[config.mk]
export PLATFORM = sky130hd
export DESIGN_NAME = nldig_fixup
export DESIGN_NICKNAME = d
export VERILOG_FILES = /design/src/hw/rtl/nldig_pkg.sv /design/src/hw/rtl/nldig_fixup.sv
export SDC_FILE = /design/constraint.sdc
export NUM_CORES = 1
export LEC_CHECK = 0
export BUFFER_PORTS_ARGS = -buffer_cell sky130_fd_sc_hd__buf_2
export CORE_MARGIN = 4
export CORE_UTILIZATION = 53
export DETAILED_ROUTE_END_ITERATION = 8
export GPL_TIMING_DRIVEN = 1
export PLACE_DENSITY = 0.77
export SYNTH_ARGS = -nofsm -noshare
export SYNTH_HDL_FRONTEND = slang
export SYNTH_SLANG_ARGS = --single-unit
[constraint.sdc]
create_clock -name clk -period 6.75 [get_ports clk]
set_clock_uncertainty 0.15 [all_clocks]
set_input_delay 1.0125 -clock clk [delete_from_list [all_inputs] [get_ports clk]]
set_output_delay 1.0125 -clock clk [all_outputs]
set_load 0.02 [all_outputs]
[src/hw/rtl/nldig_pkg.sv]
// Shared types and constants for the nine-lane distinct index generator.
// No dependencies; every other file in hw/rtl refers to this package by scoped name.
`default_nettype none

package nldig_pkg;

  // Default number of generator lanes.
  localparam int LANES_DEF = 9;

  // Number of index fields carried on the result channel.
  localparam int OUT_INDICES = 9;

  // Field widths.
  localparam int LFSR_W = 32;
  localparam int IDX_W  = 16;
  localparam int LANE_W = 4;
  localparam int PROD_W = LFSR_W + IDX_W;

  // Packed widths of the stream data words.
  localparam int IN_DATA_W  = 40;
  localparam int OUT_DATA_W = OUT_INDICES * IDX_W;

  // Galois feedback mask, applied when the bit shifted out is one.
  localparam logic [LFSR_W-1:0] FEEDBACK_MASK = 32'hA300_0000;

  // Population size after reset.
  localparam logic [IDX_W-1:0] POP_SIZE_RST = 16'd150;

  // Request kinds.
  typedef enum logic {
    CMD_LOAD = 1'b0,
    CMD_GEN  = 1'b1
  } cmd_t;

  // Control passed from the request register to the lane bank.
  typedef struct packed {
    logic              load_en;
    logic              step_en;
    logic [LANE_W-1:0] lane;
  } bank_ctl_t;

endpackage

`default_nettype wire

[src/hw/rtl/nldig_fixup.sv]
// Duplicate check over all lane indices and the offset-pattern replacement.
// Depends on nldig_pkg; drives the registered result word and collision flag.
`default_nettype none

module nldig_fixup #(
  parameter int LANES = nldig_pkg::LANES_DEF
) (
  input  wire logic                                clk,
  input  wire logic                                load_en,
  input  wire logic [nldig_pkg::IDX_W-1:0]         idx [LANES],
  output logic      [nldig_pkg::OUT_DATA_W-1:0]    data_r,
  output logic                                     dup_r
);

  localparam int IW = nldig_pkg::IDX_W;

  logic                                dup;
  logic [nldig_pkg::OUT_DATA_W-1:0]    data_nxt;

  // Any pair of equal indices marks a collision.
  always_comb begin
    dup = 1'b0;
    for (int k = 0; k < LANES; k++) begin
      for (int j = k + 1; j < LANES; j++) begin
        if (idx[k] == idx[j]) begin
          dup = 1'b1;
        end
      end
    end
  end

  // Field k: index k, or index_0 + k*(k+1)/2 on a collision; zero past LANES.
  for (genvar k = 0; k < nldig_pkg::OUT_INDICES; k++) begin : g_field
    if (k == 0) begin : g_first
      assign data_nxt[IW-1:0] = idx[0];
    end else if (k < LANES) begin : g_lane
      localparam logic [IW-1:0] OFS = IW'((k * (k + 1)) / 2);
      assign data_nxt[k*IW +: IW] = dup ? (idx[0] + OFS) : idx[k];
    end else begin : g_none
      assign data_nxt[k*IW +: IW] = '0;
    end
  end

  // Result register.
  always_ff @(posedge clk) begin
    if (load_en) begin
      data_r <= data_nxt;
      dup_r  <= dup;
    end
  end

endmodule

`default_nettype wire

# Word level (Yosys, flattened, before mapping)

Cells that the tools add are included.

Add/sub/neg operators: 8
Equality and inequality tests: 36
Muxes and demuxes: 44

Operators by type and width:

| kind                                                             | number |
|---|---|
| 16-bit equality test                                             | 36 |
| 16-bit two-way mux                                               | 8 |
| 1-bit two-way mux                                                | 36 |
| 16-bit by 4-bit adder with 16-bit output (second input constant) | 2 |
| 16-bit by 5-bit adder with 16-bit output (second input constant) | 2 |
| 16-bit by 1-bit adder with 16-bit output (second input constant) | 1 |
| 16-bit by 2-bit adder with 16-bit output (second input constant) | 1 |
| 16-bit by 3-bit adder with 16-bit output (second input constant) | 1 |
| 16-bit by 6-bit adder with 16-bit output (second input constant) | 1 |

Register bits: 145
Input port bits: 146
Output and inout bits: 145

# Logic depth before layout (Yosys ltp)

Gate-level depths: netlist of run 1.

Depth after elaboration: 38
Gate-level depth with buffers: 11
Depth with buffers taken out: 9

# Worst setup path after synthesis of run 1

Ideal clock, no wire load.

Path type: input-to-reg
Start point: input idx[143] (netlist bit)
End point: register data_r[140] (netlist bit) (data pin)
Data arrival time: 2.836 ns
Required time: 6.340 ns
Setup slack: 3.505 ns
Stages: 11
Cells stage by stage: buf_2 buf_4 xor2_1 nor4_1 nand4_1 nand4_1 nor3_1 nand4_1 buf_2 buf_6 mux2_2

Cells in the longest elaborated chain, start to end: 38
Elaborated cells between the ends (all ways): 45
Classes of those cells: 8 x eq/ne; 37 x mux

Ends and longest elaborated chain:

| element                            | RTL line          | RTL |
|---|---|---|
| start, declared                    | nldig_fixup.sv:10 | `input wire logic [nldig_pkg::IDX_W-1:0] idx [LANES],` |
| 16-bit equality test               | nldig_fixup.sv:25 | `if (idx[k] == idx[j]) begin` |
| 1-bit two-way mux (7 in series)    | nldig_fixup.sv:25 |  |
| 1-bit two-way mux * (29 in series) | nldig_fixup.sv:25 |  |
| net dup                            | nldig_fixup.sv:17 | `logic dup;` |
| 16-bit two-way mux *               | nldig_fixup.sv:38 | `assign data_nxt[k*IW +: IW] = dup ? (idx[0] + OFS) : idx[k];` |
| net data_nxt, one bit              | nldig_fixup.sv:18 | `logic [nldig_pkg::OUT_DATA_W-1:0] data_nxt;` |
| end signal, assigned               | nldig_fixup.sv:47 | `data_r <= data_nxt;` |
| end, declared                      | nldig_fixup.sv:11 | `output logic [nldig_pkg::OUT_DATA_W-1:0] data_r,` |

Mark *: on every way through the listed nets, which the timed path passes. The rest lies on a longest branch.
A chain may end at the register's enable or synchronous reset.

# Worst setup path in the final report of run 1

Start point: input idx[58] (netlist bit)
End point: register data_r[56] (netlist bit) (data pin)

Cells in the longest elaborated chain, start to end: 34
Elaborated cells between the ends (all ways): 41
Classes of those cells: 8 x eq/ne; 33 x mux

Ends and longest elaborated chain:

| element                           | RTL line |
|---|---|
| 16-bit equality test              | nldig_fixup.sv:25 |
| 1-bit two-way mux (28 in series)  | nldig_fixup.sv:25 |
| 1-bit two-way mux * (4 in series) | nldig_fixup.sv:25 |
| 16-bit two-way mux *              | nldig_fixup.sv:38 |
| net data_nxt, one bit             | nldig_fixup.sv:18 |

Marked as above.

==> results of run 1 <==
==> cell families (layout without fill, tap and decap cells) <==
| family | after synthesis | after routing | share of synthesized area |
|---|---|---|---|
| AOI/OAI and AO/OA | 9 | 9 | 0.00308 |
| xor gates and xnor gates | 679 | 679 | 0.406 |
| adders and majority gates | 11 | 11 | 0.00940 |
| buffers and inverters | 190 | 338 | 0.0688 |
| DFF | 145 | 145 | 0.298 |
| muxes | 128 | 128 | 0.0980 |
| and+or+nand+nor | 311 | 311 | 0.117 |
==> where the power goes <==
part	total, mW	internal (mW)	switching (mW)
combinational	0.938	0.303	0.635
clock	1.01	0.527	0.478
sequential	1.09	1.07	0.0211
total	3.04	1.90	1.13
==> per-stage QoR <==
stage / power (mW) / std cells / worst slack (ps) / hold WS [ps]
after floorplan: 1.72 / 1473 / 3500 / 961
after global placement: 1.99 / 1930 / 2490 / 1060
after detailed placement: 2.01 / 1930 / 2440 / 1060
after CTS: 3.00 / 1962 / 2900 / 595
after global routing: 3.11 / 1962 / 2530 / 611
final: 3.04 / 1962 / 2470 / 598
==> area by class of cell <==
class,count,area share
Tap cell,341,0.0264
Timing Repair Buffer,296,0.0928
Clock buffer,17,0.0263
Clock inverter,15,0.0107
Multi-Input combinational cell,1138,0.573
Inverter,10,0.00232
Sequential cell,145,0.269
==> registers in the layout, indices dropped and copies added, names as in the netlist <==
name / flops
data_r: 144
dup_r: 1
==> cells in the mapped netlist (9+ instances only) <==
cell type  number
nand4_1        72
ha_1           11
buf_1           9
nand2_1        24
inv_1          10
buf_6          11
edfxtp_1      145
buf_2         145
xnor2_1       163
mux2_2        122
nor3_1         10
xor2_1        516
nor2_1         62
nor4_1        123
==> worst paths after layout <==
| path | from | endpoint | slack [ps] | depth (start not counted) |
|---|---|---|---|---|
| max | idx[58] | data_r[56]$_DFFE_PP_ | 2470 | 8 |
| min | idx[141] | data_r[13]$_DFFE_PP_ | 600 | 1 |
==> metal layers <==
metal,vias up,wire length (um),track usage
met5,-,0,0
met4,0,5150,0.249
met3,382,9870,0.127
met2,1320,26000,0.591
met1,6108,22200,0.510
li1,5234,-,-
==> critical path: cells and delay by family <==
kind	cells	cell delay [ps]
buf+inv	2	1210
mux	1	430
xor+xnor	1	190
simple gates	4	1380
==> flow_metrics.env, run 1 <==
export IMPL_outcome="completed"
export IMPL_path_clk_slew_ps=80
export IMPL_die_w_um=174
export IMPL_max_freq_ghz=0.234
export IMPL_synth_cell_types=25
export IMPL_firstDrtPassIters=5
export IMPL_antenna_cells=0
export IMPL_h_tree_depth=4
export IMPL_synth_top_area_share=0.309
export IMPL_placed_cell_area_mm2=0.0156
export IMPL_synth_top_flop_cell="edfxtp_1"
export IMPL_totalWireLength_um=63200
export IMPL_ant_nets=0
export IMPL_routed_via_density=6.65
export IMPL_rsz0062_at_grt="no"
export IMPL_ys_async_sr_fraction=0
export IMPL_cts_tree="yes"
export IMPL_grt_start_max_net_pins=80
export IMPL_p_per_area_mw_per_mm2=187
export IMPL_ios=291
export IMPL_final_hold_violation_count=0
export IMPL_cts_setup_buffers=0
export IMPL_slew_viol_final=0
export IMPL_cts_buffers=17
export IMPL_crit_chain="buf_2 -> xnor2_1 -> nand4_1 -> nor4_1 -> nor4_1 -> nand4_1 -> buf_4 -> mux2_2"
export IMPL_clockBufferDepth=2
export IMPL_crit_arrival_ps=4320
export IMPL_relSlewSlack=0.270
export IMPL_die_y_um=174
export IMPL_leakage_nw=6.39
export IMPL_routabilityCongestion=1.11
export IMPL_vias=13044
export IMPL_drive_above_1_share=0.280
export IMPL_grt_pass1_vias=12948
export IMPL_cp_max_fo=79
export IMPL_post_drt_wl_per_cell_um=32.2
export IMPL_root_buffer="clkbuf_16"
export IMPL_synth_seq_cells=145
export IMPL_syn_to_final_growth_pct=10.6
export IMPL_final_cell_mix="xor2_1 (516), buf_2 (289), xnor2_1 (163), edfxtp_1 (145), nor4_1 (123)"
export IMPL_antenna_found_initial=0
export IMPL_regArea_mm2=0.00435
export IMPL_path_class="in2reg"
export IMPL_syn_inst=1473
export IMPL_max_cap_violations=0
export IMPL_die_area_mm2=0.0303
export IMPL_finalSetupTns_ps=0
export IMPL_grt_usage=0.401
export IMPL_clock_sinks=145
export IMPL_min_period_ps=4280
export IMPL_min_path_type="in2reg"
export IMPL_post_dp_hpwl_um=41600
export IMPL_critical_path_max_stage_delay_ps=910
export IMPL_port_buffers=290
export IMPL_synth_edf_count=145
export IMPL_overflow=0
export IMPL_cts_hold_buffers_added=0
export IMPL_cts_resized_gates=0
export IMPL_tightestPinTransition_ps=1100
export IMPL_ir_drop_v=0.000116
export IMPL_fin_nets=1765
export IMPL_synth_area_leaders="xor2_1 (31%), edfxtp_1 (30%), xnor2_1 (9.8%), mux2_2 (9.4%), nor4_1 (5.3%)"
export IMPL_rows=60
export IMPL_fp_coreArea_mm2=0.0270
export IMPL_stdcell_area_mm2=0.0162
export IMPL_first_iter_violations=2316
export IMPL_cp_start_kind="primary input"
export IMPL_fillers=2334
export IMPL_worstSetupEndpointType="flop"
export IMPL_final_util=0.599
export IMPL_cp_slowest_cell="nor4_1"
export IMPL_yosysWarnings=0
export IMPL_multi_input_area_mm2=0.00927
export IMPL_synth_area_mm2=0.0146
export IMPL_initial_core_util=0.541
export IMPL_yosysSeqAreaShare=0.298
export IMPL_drc=0
export IMPL_final_common_cell="xor2_1"
export IMPL_avgSynthCellArea_um2=9.93
export IMPL_grt_pass1_wl_um=89300
export IMPL_synth_top_area_cell="xor2_1"
export IMPL_synth_net_count=1630
export IMPL_setup_viol=0
export IMPL_period_share=0.634
export IMPL_critPathRequiredTime_ps=6790
Note: power is estimated with default switching activity, not from simulation.
==> run 2, diff against run 1 <==
CORE_UTILIZATION = 52   (was 53)
PLACE_DENSITY = 0.79   (was 0.77)
clock period = 3.8 ns   (was 6.75 ns; I/O delays follow)
==> flow_metrics.env, run 2 (same netlist as run 1, synthesis figures left out) <==
export IMPL_routed_via_density=6.48
export IMPL_overflow=0
export IMPL_firstDrtPassIters=5
export IMPL_ant_nets=0
export IMPL_hold_path_depth=1
export IMPL_cp_max_fo=29
export IMPL_max_freq_ghz=0.327
export IMPL_largest_register="data_r"
export IMPL_die_y_um=176
export IMPL_die_area_mm2=0.0309
export IMPL_first_iter_violations=1917
export IMPL_cp_start_kind="primary input"
export IMPL_clock_sinks=145
export IMPL_outcome="completed"
export IMPL_min_period_ps=3060
export IMPL_worstSetupEndpointType="flop"
export IMPL_path_class="in2reg"
export IMPL_grt_usage=0.426
export IMPL_die_w_um=176
export IMPL_slew_viol_final=0
export IMPL_regArea_mm2=0.00435
export IMPL_cts_tree="yes"
export IMPL_critPathRequiredTime_ps=3830
export IMPL_drc=0
export IMPL_port_buffers=290
export IMPL_drive_above_1_share=0.297
export IMPL_cts_hold_buffers_added=0
export IMPL_path_clk_slew_ps=80
export IMPL_tightestPinTransition_ps=675
export IMPL_fin_nets=1806
export IMPL_dp_cells=2008
export IMPL_stdcell_count=2040
export IMPL_hp_start="idx[137]"
export IMPL_final_hold_violation_count=0
export IMPL_dp_slack_ps=436
export IMPL_fillers=2452
export IMPL_antenna_found_initial=1
export IMPL_grt_pass1_vias=12993
export IMPL_post_drt_wl_per_cell_um=33.4
export IMPL_initial_core_util=0.527
export IMPL_crit_arrival_ps=3090
export IMPL_max_cap_violations=0
export IMPL_min_path_type="in2reg"
export IMPL_period_share=0.805
export IMPL_largest_reg_flops=144
export IMPL_rsz0062_at_grt="no"
export IMPL_clockBufferDepth=2
export IMPL_multi_input_area_mm2=0.00927
export IMPL_layout_setup_ws_ps=743
export IMPL_cts_buffers=17
export IMPL_vias=13227
export IMPL_leakage_nw=6.63
export IMPL_final_cell_mix="xor2_1 (516), buf_2 (289), xnor2_1 (163), edfxtp_1 (145), nor4_1 (123)"
export IMPL_ir_drop_v=0.000210
export IMPL_cts_resized_gates=0
export IMPL_hold_path_endpoint="data_r[9]$_DFFE_PP_"
export IMPL_h_tree_depth=4
export IMPL_stdcell_area_mm2=0.0167
export IMPL_post_dp_hpwl_um=47100
export IMPL_root_buffer="clkbuf_16"
export IMPL_placed_cell_area_mm2=0.0161
export IMPL_grt_pass1_wl_um=94100
export IMPL_ios=291
export IMPL_final_common_cell="xor2_1"
export IMPL_rows=61
export IMPL_syn_to_final_growth_pct=14.0
export IMPL_p_per_area_mw_per_mm2=332
export IMPL_power_mw=5.54
export IMPL_grt_start_max_net_pins=52
export IMPL_totalWireLength_um=68200
export IMPL_relSlewSlack=0.550
export IMPL_setup_viol=0
export IMPL_routabilityCongestion=1.12
export IMPL_fp_coreArea_mm2=0.0278
export IMPL_reg_top3="data_r (144), dup_r (1)"
export IMPL_cts_setup_buffers=0
export IMPL_finalSetupTns_ps=0
export IMPL_antenna_cells=0
[run 2: changes by cell type in the layout (fill, tap and decap cells not counted)]
cell	previous run	this run
buf_12	0	9
buf_4	6	38
bufinv_16	1	2
clkinv_1	0	1
clkinv_2	1	0
clkinv_4	2	1
clkinv_8	3	1
inv_6	6	3
inv_8	1	6
[run 2: where the power goes]
part | total, mW | internal (mW) | switching (mW)
Combinational | 1.73 | 0.567 | 1.17
Clock | 1.87 | 1.01 | 0.865
Sequential | 1.93 | 1.90 | 0.0334
[run 2: worst max-delay path by stage]
stage | cells past startpoint | endpoint | startpoint | slack, ps
after floorplan | 11 | data_r[140]$_DFFE_PP_ | idx[143] | 1000
after global placement | 11 | data_r[31]$_DFFE_PP_ | idx[136] | 470
after detailed placement | 10 | data_r[139]$_DFFE_PP_ | idx[126] | 440
after CTS | 10 | data_r[39]$_DFFE_PP_ | idx[32] | 850
after global routing | 8 | data_r[91]$_DFFE_PP_ | idx[130] | 730
final | 10 | data_r[39]$_DFFE_PP_ | idx[33] | 740
[run 2: cell type report]
cell class	count	area share
multi-input cells	1138	0.556
flip-flops and latches	145	0.261
repair buffers	337	0.115
well taps	378	0.0284
clock buffers	17	0.0255
clock inverters	15	0.0114
inverters	10	0.00225
[run 2: worst max-delay path: stages]
cell     delay [ps]
buf_2           410
xor2_1          150
nor4_1          400
nand4_1         310
nand4_1         240
nor3_1           70
nand4_1         170
buf_12          180
buf_12          200
mux2_2          360
[run 2: routing by layer]
metal | vias up | GRT usage | part of all wire
met5 | - | 0.0192 | 0.0014
met4 | 4 | 0.252 | 0.078
met3 | 385 | 0.150 | 0.14
met2 | 1197 | 0.638 | 0.42
met1 | 6319 | 0.529 | 0.36
li1 | 5322 | - | -
[run 2: metrics by stage]
stage          hold WS (ps)  utilization
6_report                196        0.600
4_1_cts                 196        0.600
3_3_place_gp            647        0.578
3_5_place_dp            652        0.578
5_1_grt                 202        0.600
2_1_floorplan           519            -
